[src/rtl/mbrtu_pkg.sv]
package mbrtu_pkg;

   // store sizes
   localparam int FRAME_BYTES   = 64;
   localparam int HOLDING_REGS  = 64;
   localparam int INPUT_REGS    = 16;
   localparam int COIL_COUNT    = 64;
   localparam int RESP_BYTES    = 64;
   localparam int MAX_COIL_READ = (RESP_BYTES - 5) * 8;
   localparam int MAX_REG_READ  = (RESP_BYTES - 5) / 2;
   localparam int HDR_BYTES     = 7;

   // derived widths
   localparam int FRAME_AW = $clog2(FRAME_BYTES);
   localparam int HOLD_AW  = $clog2(HOLDING_REGS);
   localparam int INPUT_AW = $clog2(INPUT_REGS);
   localparam int COIL_AW  = $clog2(COIL_COUNT);
   localparam int RX_W     = $clog2(FRAME_BYTES + 2);
   localparam int CNT_W    = $clog2(MAX_COIL_READ + 1);
   localparam int POS_W    = CNT_W + 2;
   localparam int QUEUE_DEPTH = 4;
   localparam int QUEUE_AW    = $clog2(QUEUE_DEPTH);

   // function codes
   localparam logic [7:0] FC_READ_COILS  = 8'd1;
   localparam logic [7:0] FC_READ_DISC   = 8'd2;
   localparam logic [7:0] FC_READ_HOLD   = 8'd3;
   localparam logic [7:0] FC_READ_INPUT  = 8'd4;
   localparam logic [7:0] FC_WRITE_COIL  = 8'd5;
   localparam logic [7:0] FC_WRITE_REG   = 8'd6;
   localparam logic [7:0] FC_WRITE_COILS = 8'd15;
   localparam logic [7:0] FC_WRITE_REGS  = 8'd16;

   // outcome codes
   localparam logic [2:0] OUT_OK   = 3'd0;
   localparam logic [2:0] OUT_ADDR = 3'd1;
   localparam logic [2:0] OUT_CRC  = 3'd2;
   localparam logic [2:0] OUT_FUNC = 3'd3;
   localparam logic [2:0] OUT_LONG = 3'd4;

   // command kinds passed from front to back
   localparam logic [1:0] CMD_BYTE = 2'd0;
   localparam logic [1:0] CMD_END  = 2'd1;
   localparam logic [1:0] CMD_LOAD = 2'd2;

   localparam logic [15:0] CRC_INIT = 16'hFFFF;
   localparam logic [15:0] CRC_POLY = 16'hA001;

   typedef struct packed {
      logic [1:0]  kind;
      logic [7:0]  data;
      logic [3:0]  reg_idx;
      logic [15:0] reg_val;
   } cmd_type;

   // one byte of the reflected crc-16
   function automatic logic [15:0] crc_byte(input logic [15:0] c_in, input logic [7:0] b);
      logic [15:0] c;
      c = c_in ^ {8'd0, b};
      for (int k = 0; k < 8; k++) begin
         c = c[0] ? ((c >> 1) ^ CRC_POLY) : (c >> 1);
      end
      return c;
   endfunction

endpackage

[src/rtl/mbrtu_ifs.sv]
interface mbrtu_req_if;
   logic        valid;
   logic        ready;
   logic        opcode;
   logic [7:0]  rx_byte;
   logic        frame_end;
   logic [3:0]  local_reg_index;
   logic [15:0] local_reg_value;

   modport source (output valid, opcode, rx_byte, frame_end, local_reg_index,
                   local_reg_value, input ready);
   modport sink (input valid, opcode, rx_byte, frame_end, local_reg_index,
                 local_reg_value, output ready);
endinterface

interface mbrtu_rsp_if;
   logic       valid;
   logic       ready;
   logic [7:0] resp_byte;
   logic       resp_last;
   logic [2:0] outcome;

   modport source (output valid, resp_byte, resp_last, outcome, input ready);
   modport sink (input valid, resp_byte, resp_last, outcome, output ready);
endinterface

[src/rtl/mbrtu_ram.sv]
module mbrtu_ram #(
   parameter int WIDTH = 8,
   parameter int DEPTH = 64,
   localparam int AW = (DEPTH > 1) ? $clog2(DEPTH) : 1
) (
   input  logic             clock,
   input  logic             wr_en,
   input  logic [AW-1:0]    wr_addr,
   input  logic [WIDTH-1:0] wr_data,
   input  logic             rd_en,
   input  logic [AW-1:0]    rd_addr,
   output logic [WIDTH-1:0] rd_data
);

   logic [WIDTH-1:0] mem_ff [DEPTH];
   logic [WIDTH-1:0] rd_data_ff;

   // single write port, registered read port
   always_ff @(posedge clock) begin
      if (wr_en) begin
         mem_ff[wr_addr] <= wr_data;
      end
      if (rd_en) begin
         rd_data_ff <= mem_ff[rd_addr];
      end
   end

   assign rd_data = rd_data_ff;

endmodule

[src/rtl/mbrtu_front.sv]
module mbrtu_front import mbrtu_pkg::*; (
   input  logic          clock,
   input  logic          reset,
   mbrtu_req_if.sink     req,
   output logic          cmd_valid,
   input  logic          cmd_ready,
   output cmd_type       cmd_data
);

   logic    cmd_vld_ff, cmd_vld_in;
   cmd_type cmd_ff, cmd_in;
   logic    take;

   assign req.ready = !cmd_vld_ff || cmd_ready;
   assign take      = req.valid && req.ready;

   // classify the incoming transaction
   always_comb begin
      cmd_in     = cmd_ff;
      cmd_vld_in = cmd_vld_ff && !cmd_ready;
      if (take) begin
         cmd_vld_in     = 1'b1;
         cmd_in.data    = req.rx_byte;
         cmd_in.reg_idx = req.local_reg_index;
         cmd_in.reg_val = req.local_reg_value;
         priority if (req.opcode) begin
            cmd_in.kind = CMD_LOAD;
         end else if (req.frame_end) begin
            cmd_in.kind = CMD_END;
         end else begin
            cmd_in.kind = CMD_BYTE;
         end
      end
   end

   always_ff @(posedge clock) begin
      if (reset) begin
         cmd_vld_ff <= 1'b0;
      end else begin
         cmd_vld_ff <= cmd_vld_in;
      end
   end

   always_ff @(posedge clock) begin
      cmd_ff <= cmd_in;
   end

   assign cmd_valid = cmd_vld_ff;
   assign cmd_data  = cmd_ff;

endmodule

[src/rtl/mbrtu_queue.sv]
module mbrtu_queue import mbrtu_pkg::*; (
   input  logic    clock,
   input  logic    reset,
   input  logic    push_valid,
   output logic    push_ready,
   input  cmd_type push_data,
   output logic    pop_valid,
   input  logic    pop_ready,
   output cmd_type pop_data
);

   cmd_type             slot_ff [QUEUE_DEPTH];
   logic [QUEUE_AW-1:0] wr_ptr_ff, wr_ptr_in, rd_ptr_ff, rd_ptr_in;
   logic [QUEUE_AW:0]   count_ff, count_in;
   logic                push, pop;

   assign push_ready = (count_ff != (QUEUE_AW+1)'(QUEUE_DEPTH));
   assign pop_valid  = (count_ff != '0);
   assign push       = push_valid && push_ready;
   assign pop        = pop_valid && pop_ready;
   assign pop_data   = slot_ff[rd_ptr_ff];

   // pointer and fill count
   always_comb begin
      wr_ptr_in = push ? wr_ptr_ff + 1'b1 : wr_ptr_ff;
      rd_ptr_in = pop ? rd_ptr_ff + 1'b1 : rd_ptr_ff;
      count_in  = count_ff;
      if (push && !pop) begin
         count_in = count_ff + 1'b1;
      end else if (pop && !push) begin
         count_in = count_ff - 1'b1;
      end
   end

   always_ff @(posedge clock) begin
      if (reset) begin
         wr_ptr_ff <= '0;
         rd_ptr_ff <= '0;
         count_ff  <= '0;
      end else begin
         wr_ptr_ff <= wr_ptr_in;
         rd_ptr_ff <= rd_ptr_in;
         count_ff  <= count_in;
      end
   end

   always_ff @(posedge clock) begin
      if (push) begin
         slot_ff[wr_ptr_ff] <= push_data;
      end
   end

endmodule

[src/rtl/mbrtu_back.sv]
module mbrtu_back import mbrtu_pkg::*; (
   input  logic        clock,
   input  logic        reset,
   input  logic [7:0]  slave_address,
   input  logic        cmd_valid,
   output logic        cmd_ready,
   input  cmd_type     cmd_data,
   mbrtu_rsp_if.source rsp
);

   // sequencer states
   localparam logic [3:0] S_IDLE     = 4'd0;
   localparam logic [3:0] S_CHECK    = 4'd1;
   localparam logic [3:0] S_STATUS   = 4'd2;
   localparam logic [3:0] S_HDR      = 4'd3;
   localparam logic [3:0] S_COIL_RD  = 4'd4;
   localparam logic [3:0] S_COIL_USE = 4'd5;
   localparam logic [3:0] S_REG_RD   = 4'd6;
   localparam logic [3:0] S_REG_HI   = 4'd7;
   localparam logic [3:0] S_REG_LO   = 4'd8;
   localparam logic [3:0] S_W15_RD   = 4'd9;
   localparam logic [3:0] S_W15_USE  = 4'd10;
   localparam logic [3:0] S_W16_RD1  = 4'd11;
   localparam logic [3:0] S_W16_RD2  = 4'd12;
   localparam logic [3:0] S_W16_USE  = 4'd13;
   localparam logic [3:0] S_CRC_LO   = 4'd14;
   localparam logic [3:0] S_CRC_HI   = 4'd15;

   logic [3:0]       state_ff, state_in;
   logic [RX_W-1:0]  rx_count_ff, rx_count_in, len_ff, len_in, rx_next;
   logic [7:0]       hdr_ff [HDR_BYTES];
   logic [7:0]       hdr_in [HDR_BYTES];
   logic [7:0]       fbm [HDR_BYTES];
   logic [7:0]       last_b_ff, last_b_in, prev_b_ff, prev_b_in;
   logic [15:0]      crc_ff, crc_in, crc1_ff, crc1_in, crc2_ff, crc2_in, crc_base;
   logic [7:0]       func_ff, func_in, cbyte_ff, cbyte_in;
   logic [15:0]      addr_ff, addr_in, data_ff, data_in;
   logic [CNT_W-1:0] cnt_ff, cnt_in, i_ff, i_in, i_next;
   logic [2:0]       byte_idx_ff, byte_idx_in, hdr_last_ff, hdr_last_in;
   logic [7:0]       acc_ff, acc_in, acc_new, hi_ff, hi_in;
   logic             inrange_ff, inrange_in, vld_q_ff, vld_q_in, flag_ff, flag_in;
   logic [15:0]      inreg_q_ff, inreg_q_in, rcrc_ff, rcrc_in, reg_val;
   logic [2:0]       outcome_ff, outcome_in;
   logic [15:0]      input_store_ff [INPUT_REGS];
   logic [15:0]      input_store_in [INPUT_REGS];
   logic [COIL_COUNT-1:0]   coil_vld_ff, coil_vld_in;
   logic [HOLDING_REGS-1:0] hold_vld_ff, hold_vld_in;
   logic             rsp_vld_ff, rsp_vld_in, rsp_last_ff, rsp_last_in;
   logic [7:0]       rsp_byte_ff, rsp_byte_in;
   logic [2:0]       rsp_outcome_ff, rsp_outcome_in;

   // frame check decode
   logic [15:0]      chk_addr, chk_data;
   logic [7:0]       chk_func;
   logic [CNT_W-1:0] coil_cnt, reg_cnt;
   logic [16:0]      a_sum;
   logic [POS_W-1:0] pos_a, pos_b;
   logic             i_last, out_free, w15_go, w16_go, coil_bit, frame_bit;
   logic [3:0]       after_hdr;

   // emission
   logic             emit_req, emit_en, emit_last, emit_data;
   logic [7:0]       emit_byte;
   logic [2:0]       emit_out;

   // memory ports
   logic                frame_wr_en, frame_rd_en;
   logic [FRAME_AW-1:0] frame_wr_addr, frame_rd_addr;
   logic [7:0]          frame_q;
   logic                coil_wr_en, coil_rd_en;
   logic [COIL_AW-1:0]  coil_wr_addr, coil_rd_addr;
   logic [0:0]          coil_wr_data, coil_q;
   logic                hold_wr_en, hold_rd_en;
   logic [HOLD_AW-1:0]  hold_wr_addr, hold_rd_addr;
   logic [15:0]         hold_wr_data, hold_q;

   assign cmd_ready = (state_ff == S_IDLE);
   assign out_free  = !rsp_vld_ff || rsp.ready;

   // header bytes read as zero past the received length
   always_comb begin
      for (int p = 0; p < HDR_BYTES; p++) begin
         fbm[p] = (RX_W'(p) < len_ff) ? hdr_ff[p] : 8'd0;
      end
   end

   assign chk_func = fbm[1];
   assign chk_addr = {fbm[2], fbm[3]};
   assign chk_data = {fbm[4], fbm[5]};
   assign coil_cnt = (chk_data > 16'(MAX_COIL_READ)) ? CNT_W'(MAX_COIL_READ)
                                                     : CNT_W'(chk_data);
   assign reg_cnt  = (chk_data > 16'(MAX_REG_READ)) ? CNT_W'(MAX_REG_READ)
                                                    : CNT_W'(chk_data);

   assign a_sum   = 17'(addr_ff) + 17'(i_ff);
   assign i_next  = i_ff + 1'b1;
   assign i_last  = (i_next == cnt_ff);
   assign pos_a   = (func_ff == FC_WRITE_COILS) ? POS_W'(HDR_BYTES) + POS_W'(i_ff >> 3)
                                                : POS_W'(HDR_BYTES) + POS_W'({i_ff, 1'b0});
   assign pos_b   = pos_a + 1'b1;
   assign w15_go  = (16'(i_ff) < data_ff) && (a_sum < 17'(COIL_COUNT));
   assign w16_go  = (i_ff < cnt_ff) && (a_sum < 17'(HOLDING_REGS));
   assign coil_bit  = inrange_ff && vld_q_ff && coil_q[0];
   assign acc_new   = acc_ff | (8'(coil_bit) << i_ff[2:0]);
   assign reg_val   = !inrange_ff ? 16'd0
                    : (func_ff == FC_READ_HOLD) ? (vld_q_ff ? hold_q : 16'd0) : inreg_q_ff;
   assign frame_bit = flag_ff ? frame_q[i_ff[2:0]] : 1'b0;

   // where the header goes next
   always_comb begin
      priority if (func_ff == FC_READ_COILS || func_ff == FC_READ_DISC) begin
         after_hdr = (cnt_ff == '0) ? S_CRC_LO : S_COIL_RD;
      end else if (func_ff == FC_READ_HOLD || func_ff == FC_READ_INPUT) begin
         after_hdr = (cnt_ff == '0) ? S_CRC_LO : S_REG_RD;
      end else begin
         after_hdr = S_CRC_LO;
      end
   end

   // sequencer
   always_comb begin
      state_in    = state_ff;
      rx_count_in = rx_count_ff;
      len_in      = len_ff;
      hdr_in      = hdr_ff;
      last_b_in   = last_b_ff;
      prev_b_in   = prev_b_ff;
      crc_in      = crc_ff;
      crc1_in     = crc1_ff;
      crc2_in     = crc2_ff;
      func_in     = func_ff;
      cbyte_in    = cbyte_ff;
      addr_in     = addr_ff;
      data_in     = data_ff;
      cnt_in      = cnt_ff;
      i_in        = i_ff;
      byte_idx_in = byte_idx_ff;
      hdr_last_in = hdr_last_ff;
      acc_in      = acc_ff;
      hi_in       = hi_ff;
      inrange_in  = inrange_ff;
      vld_q_in    = vld_q_ff;
      flag_in     = flag_ff;
      inreg_q_in  = inreg_q_ff;
      rcrc_in     = rcrc_ff;
      outcome_in  = outcome_ff;
      input_store_in = input_store_ff;
      coil_vld_in = coil_vld_ff;
      hold_vld_in = hold_vld_ff;
      rx_next     = (rx_count_ff <= RX_W'(FRAME_BYTES)) ? rx_count_ff + 1'b1 : rx_count_ff;
      crc_base    = (rx_count_ff == '0) ? CRC_INIT : crc_ff;

      emit_req  = 1'b0;
      emit_last = 1'b0;
      emit_data = 1'b0;
      emit_byte = 8'd0;
      emit_out  = OUT_OK;

      frame_wr_en   = 1'b0;
      frame_wr_addr = rx_count_ff[FRAME_AW-1:0];
      frame_rd_en   = 1'b0;
      frame_rd_addr = pos_a[FRAME_AW-1:0];
      coil_wr_en    = 1'b0;
      coil_wr_addr  = a_sum[COIL_AW-1:0];
      coil_wr_data  = frame_bit;
      coil_rd_en    = 1'b0;
      coil_rd_addr  = a_sum[COIL_AW-1:0];
      hold_wr_en    = 1'b0;
      hold_wr_addr  = a_sum[HOLD_AW-1:0];
      hold_wr_data  = {hi_ff, (flag_ff ? frame_q : 8'd0)};
      hold_rd_en    = 1'b0;
      hold_rd_addr  = a_sum[HOLD_AW-1:0];

      unique case (state_ff)
         S_IDLE: begin
            if (cmd_valid) begin
               if (cmd_data.kind == CMD_LOAD) begin
                  if (cmd_data.reg_idx < INPUT_REGS) begin
                     input_store_in[cmd_data.reg_idx[INPUT_AW-1:0]] = cmd_data.reg_val;
                  end
               end else begin
                  // store the byte and keep crc over all, all-but-one, all-but-two
                  frame_wr_en = (rx_count_ff < RX_W'(FRAME_BYTES));
                  if (rx_count_ff < RX_W'(HDR_BYTES)) begin
                     hdr_in[rx_count_ff[2:0]] = cmd_data.data;
                  end
                  crc_in    = crc_byte(crc_base, cmd_data.data);
                  crc1_in   = crc_base;
                  crc2_in   = crc1_ff;
                  prev_b_in = last_b_ff;
                  last_b_in = cmd_data.data;
                  if (cmd_data.kind == CMD_END) begin
                     len_in      = rx_next;
                     rx_count_in = '0;
                     state_in    = S_CHECK;
                  end else begin
                     rx_count_in = rx_next;
                  end
               end
            end
         end

         S_CHECK: begin
            func_in     = chk_func;
            addr_in     = chk_addr;
            data_in     = chk_data;
            i_in        = '0;
            acc_in      = 8'd0;
            byte_idx_in = 3'd0;
            rcrc_in     = CRC_INIT;
            hdr_last_in = 3'd5;
            priority if (len_ff > RX_W'(FRAME_BYTES)) begin
               outcome_in = OUT_LONG;
               state_in   = S_STATUS;
            end else if (fbm[0] != slave_address) begin
               outcome_in = OUT_ADDR;
               state_in   = S_STATUS;
            end else if (len_ff < RX_W'(4)) begin
               outcome_in = OUT_CRC;
               state_in   = S_STATUS;
            end else if (crc2_ff[7:0] != prev_b_ff || crc2_ff[15:8] != last_b_ff) begin
               outcome_in = OUT_CRC;
               state_in   = S_STATUS;
            end else if (chk_func == FC_READ_COILS || chk_func == FC_READ_DISC) begin
               cnt_in      = coil_cnt;
               cbyte_in    = 8'((coil_cnt + 3'd7) >> 3);
               hdr_last_in = 3'd2;
               state_in    = S_HDR;
            end else if (chk_func == FC_READ_HOLD || chk_func == FC_READ_INPUT) begin
               cnt_in      = reg_cnt;
               cbyte_in    = 8'({reg_cnt, 1'b0});
               hdr_last_in = 3'd2;
               state_in    = S_HDR;
            end else if (chk_func == FC_WRITE_COIL) begin
               coil_wr_en   = (17'(chk_addr) < 17'(COIL_COUNT));
               coil_wr_addr = chk_addr[COIL_AW-1:0];
               coil_wr_data = (chk_data != 16'd0);
               if (coil_wr_en) begin
                  coil_vld_in[chk_addr[COIL_AW-1:0]] = 1'b1;
               end
               state_in = S_HDR;
            end else if (chk_func == FC_WRITE_REG) begin
               hold_wr_en   = (17'(chk_addr) < 17'(HOLDING_REGS));
               hold_wr_addr = chk_addr[HOLD_AW-1:0];
               hold_wr_data = chk_data;
               if (hold_wr_en) begin
                  hold_vld_in[chk_addr[HOLD_AW-1:0]] = 1'b1;
               end
               state_in = S_HDR;
            end else if (chk_func == FC_WRITE_COILS) begin
               state_in = S_W15_RD;
            end else if (chk_func == FC_WRITE_REGS) begin
               cnt_in   = CNT_W'(fbm[6] >> 1);
               state_in = S_W16_RD1;
            end else begin
               outcome_in = OUT_FUNC;
               state_in   = S_STATUS;
            end
         end

         S_STATUS: begin
            emit_req  = 1'b1;
            emit_last = 1'b1;
            emit_out  = outcome_ff;
            if (out_free) begin
               state_in = S_IDLE;
            end
         end

         S_HDR: begin
            emit_req  = 1'b1;
            emit_data = 1'b1;
            unique case (byte_idx_ff)
               3'd0:    emit_byte = slave_address;
               3'd1:    emit_byte = func_ff;
               3'd2:    emit_byte = (hdr_last_ff == 3'd2) ? cbyte_ff : addr_ff[15:8];
               3'd3:    emit_byte = addr_ff[7:0];
               3'd4:    emit_byte = data_ff[15:8];
               default: emit_byte = data_ff[7:0];
            endcase
            if (out_free) begin
               byte_idx_in = byte_idx_ff + 1'b1;
               if (byte_idx_ff == hdr_last_ff) begin
                  state_in = after_hdr;
               end
            end
         end

         S_COIL_RD: begin
            coil_rd_en = 1'b1;
            inrange_in = (a_sum < 17'(COIL_COUNT));
            vld_q_in   = coil_vld_ff[a_sum[COIL_AW-1:0]];
            state_in   = S_COIL_USE;
         end

         S_COIL_USE: begin
            if (i_ff[2:0] == 3'd7 || i_last) begin
               emit_req  = 1'b1;
               emit_data = 1'b1;
               emit_byte = acc_new;
               if (out_free) begin
                  acc_in   = 8'd0;
                  i_in     = i_next;
                  state_in = i_last ? S_CRC_LO : S_COIL_RD;
               end
            end else begin
               acc_in   = acc_new;
               i_in     = i_next;
               state_in = S_COIL_RD;
            end
         end

         S_REG_RD: begin
            hold_rd_en = 1'b1;
            inrange_in = (func_ff == FC_READ_HOLD) ? (a_sum < 17'(HOLDING_REGS))
                                                   : (a_sum < 17'(INPUT_REGS));
            vld_q_in   = hold_vld_ff[a_sum[HOLD_AW-1:0]];
            inreg_q_in = input_store_ff[a_sum[INPUT_AW-1:0]];
            state_in   = S_REG_HI;
         end

         S_REG_HI: begin
            emit_req  = 1'b1;
            emit_data = 1'b1;
            emit_byte = reg_val[15:8];
            if (out_free) begin
               state_in = S_REG_LO;
            end
         end

         S_REG_LO: begin
            emit_req  = 1'b1;
            emit_data = 1'b1;
            emit_byte = reg_val[7:0];
            if (out_free) begin
               i_in     = i_next;
               state_in = i_last ? S_CRC_LO : S_REG_RD;
            end
         end

         S_W15_RD: begin
            if (w15_go) begin
               frame_rd_en = 1'b1;
               flag_in     = (pos_a < POS_W'(len_ff));
               state_in    = S_W15_USE;
            end else begin
               state_in = S_HDR;
            end
         end

         S_W15_USE: begin
            coil_wr_en = 1'b1;
            coil_vld_in[a_sum[COIL_AW-1:0]] = 1'b1;
            i_in     = i_next;
            state_in = S_W15_RD;
         end

         S_W16_RD1: begin
            if (w16_go) begin
               frame_rd_en = 1'b1;
               flag_in     = (pos_a < POS_W'(len_ff));
               state_in    = S_W16_RD2;
            end else begin
               state_in = S_HDR;
            end
         end

         S_W16_RD2: begin
            hi_in         = flag_ff ? frame_q : 8'd0;
            frame_rd_en   = 1'b1;
            frame_rd_addr = pos_b[FRAME_AW-1:0];
            flag_in       = (pos_b < POS_W'(len_ff));
            state_in      = S_W16_USE;
         end

         S_W16_USE: begin
            hold_wr_en = 1'b1;
            hold_vld_in[a_sum[HOLD_AW-1:0]] = 1'b1;
            i_in     = i_next;
            state_in = S_W16_RD1;
         end

         S_CRC_LO: begin
            emit_req  = 1'b1;
            emit_byte = rcrc_ff[7:0];
            if (out_free) begin
               state_in = S_CRC_HI;
            end
         end

         S_CRC_HI: begin
            emit_req  = 1'b1;
            emit_last = 1'b1;
            emit_byte = rcrc_ff[15:8];
            if (out_free) begin
               state_in = S_IDLE;
            end
         end

         default: begin
            state_in = S_IDLE;
         end
      endcase

      emit_en = emit_req && out_free;
      if (emit_en && emit_data) begin
         rcrc_in = crc_byte(rcrc_ff, emit_byte);
      end
   end

   // output register
   always_comb begin
      rsp_vld_in     = rsp_vld_ff && !rsp.ready;
      rsp_byte_in    = rsp_byte_ff;
      rsp_last_in    = rsp_last_ff;
      rsp_outcome_in = rsp_outcome_ff;
      if (emit_en) begin
         rsp_vld_in     = 1'b1;
         rsp_byte_in    = emit_byte;
         rsp_last_in    = emit_last;
         rsp_outcome_in = emit_out;
      end
   end

   // control state and stores with a reset value
   always_ff @(posedge clock) begin
      if (reset) begin
         state_ff       <= S_IDLE;
         rx_count_ff    <= '0;
         rsp_vld_ff     <= 1'b0;
         coil_vld_ff    <= '0;
         hold_vld_ff    <= '0;
         for (int r = 0; r < INPUT_REGS; r++) begin
            input_store_ff[r] <= 16'd0;
         end
      end else begin
         state_ff       <= state_in;
         rx_count_ff    <= rx_count_in;
         rsp_vld_ff     <= rsp_vld_in;
         coil_vld_ff    <= coil_vld_in;
         hold_vld_ff    <= hold_vld_in;
         input_store_ff <= input_store_in;
      end
   end

   // payload registers
   always_ff @(posedge clock) begin
      len_ff         <= len_in;
      hdr_ff         <= hdr_in;
      last_b_ff      <= last_b_in;
      prev_b_ff      <= prev_b_in;
      crc_ff         <= crc_in;
      crc1_ff        <= crc1_in;
      crc2_ff        <= crc2_in;
      func_ff        <= func_in;
      cbyte_ff       <= cbyte_in;
      addr_ff        <= addr_in;
      data_ff        <= data_in;
      cnt_ff         <= cnt_in;
      i_ff           <= i_in;
      byte_idx_ff    <= byte_idx_in;
      hdr_last_ff    <= hdr_last_in;
      acc_ff         <= acc_in;
      hi_ff          <= hi_in;
      inrange_ff     <= inrange_in;
      vld_q_ff       <= vld_q_in;
      flag_ff        <= flag_in;
      inreg_q_ff     <= inreg_q_in;
      rcrc_ff        <= rcrc_in;
      outcome_ff     <= outcome_in;
      rsp_byte_ff    <= rsp_byte_in;
      rsp_last_ff    <= rsp_last_in;
      rsp_outcome_ff <= rsp_outcome_in;
   end

   // stores
   mbrtu_ram #(.WIDTH(8), .DEPTH(FRAME_BYTES)) u_frame_ram (
      .clock   (clock),
      .wr_en   (frame_wr_en),
      .wr_addr (frame_wr_addr),
      .wr_data (cmd_data.data),
      .rd_en   (frame_rd_en),
      .rd_addr (frame_rd_addr),
      .rd_data (frame_q)
   );

   mbrtu_ram #(.WIDTH(1), .DEPTH(COIL_COUNT)) u_coil_ram (
      .clock   (clock),
      .wr_en   (coil_wr_en),
      .wr_addr (coil_wr_addr),
      .wr_data (coil_wr_data),
      .rd_en   (coil_rd_en),
      .rd_addr (coil_rd_addr),
      .rd_data (coil_q)
   );

   mbrtu_ram #(.WIDTH(16), .DEPTH(HOLDING_REGS)) u_hold_ram (
      .clock   (clock),
      .wr_en   (hold_wr_en),
      .wr_addr (hold_wr_addr),
      .wr_data (hold_wr_data),
      .rd_en   (hold_rd_en),
      .rd_addr (hold_rd_addr),
      .rd_data (hold_q)
   );

   assign rsp.valid     = rsp_vld_ff;
   assign rsp.resp_byte = rsp_byte_ff;
   assign rsp.resp_last = rsp_last_ff;
   assign rsp.outcome   = rsp_outcome_ff;

`ifndef ASSERT_OFF
   a_rx_cap : assert property (@(posedge clock) disable iff (reset)
      rx_count_ff <= RX_W'(FRAME_BYTES + 1))
      else $error("frame byte count beyond saturation");

   a_status_single : assert property (@(posedge clock) disable iff (reset)
      (rsp_vld_ff && rsp_outcome_ff != OUT_OK) |-> (rsp_last_ff && rsp_byte_ff == 8'd0))
      else $error("status transaction not a lone zero byte");

   a_last_idle : assert property (@(posedge clock) disable iff (reset)
      (emit_en && emit_last) |=> (state_ff == S_IDLE))
      else $error("sequencer busy after final transaction");

   a_no_rx_busy : assert property (@(posedge clock) disable iff (reset)
      (state_ff != S_IDLE) |-> !frame_wr_en)
      else $error("frame store written during execution");
`endif

endmodule

[src/rtl/modbus_rtu_slave_engine_core.sv]
// channel   dir  fields                                                      handshake
// req_ch    in   opcode, rx_byte, frame_end, local_reg_index, local_reg_value valid/ready
// rsp_ch    out  resp_byte, resp_last, outcome                              valid/ready
// csr       in   csr_wr_data = slave_address                                 csr_wr_en
//
// a frame byte or local load is taken in the back sequencer's idle state, after passing
// through the front register and the four-entry command queue
// at frame end: a check state, then read and use states per coil read or coil write,
// read, high-byte and low-byte states per register read, two frame reads and a write
// state per register write, and response bytes that wait while rsp_ch is not ready
// reset (synchronous) clears the input store and the store valid bits, so the stores
// read as zero, and sets slave_address to 1; req_ch stalls only when the queue fills
module modbus_rtu_slave_engine_core import mbrtu_pkg::*; (
   input  logic       clock,
   input  logic       reset,
   mbrtu_req_if.sink  req_ch,
   mbrtu_rsp_if.source rsp_ch,
   input  logic       csr_wr_en,
   input  logic [7:0] csr_wr_data
);

   logic [7:0] slave_addr_ff, slave_addr_in;
   logic       f_valid, f_ready, q_valid, q_ready;
   cmd_type    f_data, q_data;

   // station address register
   assign slave_addr_in = csr_wr_en ? csr_wr_data : slave_addr_ff;

   always_ff @(posedge clock) begin
      if (reset) begin
         slave_addr_ff <= 8'd1;
      end else begin
         slave_addr_ff <= slave_addr_in;
      end
   end

   mbrtu_front u_front (
      .clock     (clock),
      .reset     (reset),
      .req       (req_ch),
      .cmd_valid (f_valid),
      .cmd_ready (f_ready),
      .cmd_data  (f_data)
   );

   mbrtu_queue u_queue (
      .clock      (clock),
      .reset      (reset),
      .push_valid (f_valid),
      .push_ready (f_ready),
      .push_data  (f_data),
      .pop_valid  (q_valid),
      .pop_ready  (q_ready),
      .pop_data   (q_data)
   );

   mbrtu_back u_back (
      .clock         (clock),
      .reset         (reset),
      .slave_address (slave_addr_ff),
      .cmd_valid     (q_valid),
      .cmd_ready     (q_ready),
      .cmd_data      (q_data),
      .rsp           (rsp_ch)
   );

endmodule
[src/flat_wrapper.sv]
// flat-port wrapper written by rule: the top's interface ports become plain ports
module modbus_rtu_slave_engine_core_flat import mbrtu_pkg::*;
  (clock, reset, csr_wr_en, csr_wr_data, req_ch_valid, req_ch_opcode, req_ch_rx_byte, req_ch_frame_end, req_ch_local_reg_index, req_ch_local_reg_value, req_ch_ready, rsp_ch_valid, rsp_ch_resp_byte, rsp_ch_resp_last, rsp_ch_outcome, rsp_ch_ready);
  mbrtu_req_if req_ch_i ();
  mbrtu_rsp_if rsp_ch_i ();
  input  logic clock;
  input  logic reset;
  input  logic csr_wr_en;
  input  logic [7:0] csr_wr_data;
  input wire logic [$bits(req_ch_i.valid)-1:0] req_ch_valid;
  input wire logic [$bits(req_ch_i.opcode)-1:0] req_ch_opcode;
  input wire logic [$bits(req_ch_i.rx_byte)-1:0] req_ch_rx_byte;
  input wire logic [$bits(req_ch_i.frame_end)-1:0] req_ch_frame_end;
  input wire logic [$bits(req_ch_i.local_reg_index)-1:0] req_ch_local_reg_index;
  input wire logic [$bits(req_ch_i.local_reg_value)-1:0] req_ch_local_reg_value;
  output wire logic [$bits(req_ch_i.ready)-1:0] req_ch_ready;
  output wire logic [$bits(rsp_ch_i.valid)-1:0] rsp_ch_valid;
  output wire logic [$bits(rsp_ch_i.resp_byte)-1:0] rsp_ch_resp_byte;
  output wire logic [$bits(rsp_ch_i.resp_last)-1:0] rsp_ch_resp_last;
  output wire logic [$bits(rsp_ch_i.outcome)-1:0] rsp_ch_outcome;
  input wire logic [$bits(rsp_ch_i.ready)-1:0] rsp_ch_ready;
  assign req_ch_i.valid = req_ch_valid;
  assign req_ch_i.opcode = req_ch_opcode;
  assign req_ch_i.rx_byte = req_ch_rx_byte;
  assign req_ch_i.frame_end = req_ch_frame_end;
  assign req_ch_i.local_reg_index = req_ch_local_reg_index;
  assign req_ch_i.local_reg_value = req_ch_local_reg_value;
  assign req_ch_ready = req_ch_i.ready;
  assign rsp_ch_valid = rsp_ch_i.valid;
  assign rsp_ch_resp_byte = rsp_ch_i.resp_byte;
  assign rsp_ch_resp_last = rsp_ch_i.resp_last;
  assign rsp_ch_outcome = rsp_ch_i.outcome;
  assign rsp_ch_i.ready = rsp_ch_ready;
  modbus_rtu_slave_engine_core u_core (.clock(clock), .reset(reset), .req_ch(req_ch_i), .rsp_ch(rsp_ch_i), .csr_wr_en(csr_wr_en), .csr_wr_data(csr_wr_data));
endmodule
[config.mk]
export PLATFORM = sky130hd
export DESIGN_NAME = modbus_rtu_slave_engine_core_flat
export DESIGN_NICKNAME = d
export VERILOG_FILES = /design/src/rtl/mbrtu_pkg.sv /design/src/rtl/mbrtu_ifs.sv /design/src/rtl/mbrtu_ram.sv /design/src/rtl/mbrtu_front.sv /design/src/rtl/mbrtu_queue.sv /design/src/rtl/mbrtu_back.sv /design/src/rtl/modbus_rtu_slave_engine_core.sv /design/src/flat_wrapper.sv
export SDC_FILE = /design/constraint.sdc
export NUM_CORES = 2
export LEC_CHECK = 0
export BUFFER_PORTS_ARGS = -buffer_cell sky130_fd_sc_hd__buf_2
export CORE_MARGIN = 1.5
export CORE_UTILIZATION = 30
export DETAILED_ROUTE_END_ITERATION = 12
export GPL_TIMING_DRIVEN = 0
export SLEW_MARGIN = 40
export SYNTH_ARGS = -nofsm -noshare
export SYNTH_HDL_FRONTEND = slang
export SYNTH_HIERARCHICAL = 1
export SYNTH_SLANG_ARGS = --single-unit
[constraint.sdc]
create_clock -name clock -period 12.2 [get_ports clock]
set_input_delay 1.83 -clock clock [delete_from_list [all_inputs] [get_ports clock]]
set_output_delay 1.83 -clock clock [all_outputs]
set_load 0.05 [all_outputs]
==> run metrics <==
Setup violations, final 0; gr ovfl total 0; Int Pwr 16.2 mW; DIE AREA 337,000 um^2; Ys Warns 6; most instantiated cells after synthesis edfxtp_1 (2,033), nand2_1 (760), nor2_1 (494); synthesized instance count 6,681; Sw Ratio 34.3%; Via density 5.38; drt first-iter violations 7,983; Clk pwr share 30.7%; IO Count 57; Cell Count, Final, Fillers Out 11,700; Layout area overhead 16.5%; Global Route Usage Sum 17.1%; Slowest-stage cell, CP o21ai_0; Leak Pwr 36.7 nW; Seq/Total Area, Yosys 69.2%; synth unique cells 101; register share of total power 39.6%; clk buf depth 4; status completed; crit start category flop; CTS tree yes; starting density of the core 30.2%; routed vias 62,700; root buffer cell clkbuf_16; Sink Count 2,447; minimum clock period 7.59 ns; WP data required 12.74 ns; DIE HEIGHT 581 um; Max VDD drop 145 uV; placed insts 11,200; number of flops mapped to enable cells by yosys 2,033; synthesized cell area 100,000 um^2; Clk pin slew, worst setup/hold paths 0.06 ns; Slew @ Worst Pin 0.962 ns; Synth area leader edfxtp_1; GPL Wtd Cong 0.949; final WL 299,000 um; NetSw 8.48 mW; fin. max-slew vios 0; # resized after CTS 0; post-synth top area share 61.0%; number of routed nets with antenna violations 0; largest cells by area after synthesis edfxtp_1 (61%), mux4_2 (8.7%), dfxtp_1 (8.3%); most common cell in the netlist edfxtp_1; Worst Skew 0.152 ns; Max Cap Viol 0; largest net degree at the start of global routing 74; Finished Cell Area 117,000 um^2; vias in the first global route 61,000; CP Cell Sequence or3_1, nor4_1, o21ai_0, a2111oi_0, and2b_1, nand4_1, nor2_1, nand2_1, clkbuf_1, o21ai_0, clkbuf_1, or3b_2, or2_2, clkbuf_2, nor2_4; final worst path period share 62.2%; H-tree levels 4; crit path DAT 8.13 ns; asr flop ratio synth 0%; placed cell area 108,000 um^2; DR WL/cell 25.6 um; TNS Setup 0 ns; final HPWL from detailed placement 206,000 um; final setup margin 4.61 ns; DIE WIDTH 581 um; global-route wire length before repair 428,000 um; pre-CTS setup slack 4.67 ns; Gate power share 29.7%; core box area 331,000 um^2; Worst-Skew Late Latency 0.98 ns; RSZ-0062 raised after global routing false; layout net count 7,188; critical path peak fanout 16; worst hold path class flop to flop; DRC 0; Worst Setup Path Type flop to flop; Final Hold Vio Count 0; CTS hold repair buffers 0; DR pass1 iterations 8; CP Capture Type flop; row count 211; Synth Area per Inst 15.0 um^2; antenna violations before repair 8; TritonCTS Buffers 249; f_max 132 MHz; Setup Buffers After CTS 0; pwr/cell area 212 nW/um^2; Port Buffer Count 55; crit-path max cell delay 0.78 ns; Synth Flop Type edfxtp_1; Slew headroom 35.8%; share of post-route cells with drive strength above 1 18.5%; Yosys reg bits 2,447
[power by group through the flow]
stage / combinational, mW / sequential (mW) / clock, mW
finish: 7.34 / 9.79 / 7.60
global route: 7.59 / 9.81 / 8.04
CTS: 7.21 / 9.79 / 7.73
detailed placement: 7.18 / 9.97 / 0
global placement: 6.87 / 9.99 / 0
floorplan: 4.02 / 9.94 / 0
[critical path: cells and delay by family, from the launching register on]
kind                   cells  cell delay (ns)
buffers and inverters      3             1.18
AO/OA/AOI/OAI              3             1.63
AND/OR/NAND/NOR            9             3.98
flip-flops                 1             0.45
[cell usage in the layout (no fill, tap or decap), types with 27 or more instances in the layout]
| cell type | n |
|---|---|
| a21oi_1 | 443 |
| a221oi_1 | 124 |
| a22o_1 | 57 |
| a22oi_1 | 175 |
| a31oi_1 | 63 |
| and2_1 | 28 |
| and3_1 | 29 |
| buf_2 | 114 |
| buf_4 | 43 |
| buf_8 | 53 |
| clkbuf_1 | 281 |
| clkbuf_16 | 252 |
| clkbuf_2 | 39 |
| clkinv_1 | 37 |
| clkinv_2 | 51 |
| dfxtp_1 | 414 |
| edfxtp_1 | 2033 |
| ha_1 | 56 |
| inv_1 | 79 |
| mux2i_1 | 146 |
| mux4_2 | 380 |
| nand2_1 | 760 |
| nand2b_1 | 27 |
| nand3_1 | 110 |
| nand4_1 | 50 |
| nor2_1 | 385 |
| nor2_2 | 52 |
| nor2_4 | 67 |
| nor2b_1 | 75 |
| nor3_1 | 29 |
| o21ai_0 | 67 |
| o22ai_1 | 89 |
| or2_2 | 36 |
| or3_1 | 29 |
| xnor2_1 | 67 |
| xor2_1 | 42 |
[worst paths after layout]
check                                                               end                      from  slack [ns]  depth (start not counted)
worst max-delay path            u_core/u_back/u_hold_ram/mem_ff[28][11]   u_core/u_back/len_ff[5]        4.61                         15
worst max register to register  u_core/u_back/u_hold_ram/mem_ff[28][11]   u_core/u_back/len_ff[5]        4.61                         15
worst min-delay path                           u_core/u_back/crc2_ff[0]  u_core/u_back/crc1_ff[0]        0.41                          0
worst min register to register                 u_core/u_back/crc2_ff[0]  u_core/u_back/crc1_ff[0]        0.41                          0
[layer usage]
metal	up-vias	part of all wire, %	global-route usage, %	wire, um
li1	26700	-	-	-
met1	32200	41	23.5	123000
met2	3154	46	27.2	138000
met3	617	8.4	2.85	25100
met4	2	4.1	6.65	12400
met5	-	0.0037	0	11
[stage by stage]
step                      hold slack, ns  util (%)  power (mW)
after floorplan                    0.400         -        14.0
after global placement             0.405      32.0        16.9
after detailed placement           0.405      32.7        17.1
after CTS                          0.415      35.2        24.7
after global routing               0.423      35.2        25.4
final                              0.413      35.2        24.7
[logic make-up (layout without fill, tap and decap cells)]
logic type               count (synthesis)  after routing  share of synthesized area (%)
multiplexers                           575            575                           10.8
other                                    1             12                        0.00374
buffers and inverters                  495           1099                           2.34
AO/OA/AOI/OAI                         1188           1188                           7.79
AND/OR/NAND/NOR                       1802           1802                           8.08
adder cells (fa/ha/maj)                 58             58                          0.740
flip-flops                            2447           2447                           69.2
XOR/XNOR                               115            115                           1.05
[layout make-up]
type	instances	area [um^2]
Buffer	410	2080
Clock buffer	311	6680
Tap cell	4366	5460
Inverter	85	324
Multi-Input combinational cell	3740	29500
Clock inverter	139	1430
Fill cell	31200	215000
Antenna cell	10	25.0
Sequential cell	2447	69300
Timing Repair Buffer	154	1870
[flip-flops by register name, indices dropped and copies added (netlist names), 55 cells and up, named ones only]
signal	flops
u_core/u_back/u_coil_ram/mem_ff	64
u_core/u_back/coil_vld_ff	64
u_core/u_queue/slot_ff	120
u_core/u_back/hold_vld_ff	64
u_core/u_back/hdr_ff	55
u_core/u_back/u_hold_ram/mem_ff	1024
u_core/u_back/u_frame_ram/mem_ff	512
u_core/u_back/input_store_ff	256
Note: power is estimated with default switching activity, not from simulation.
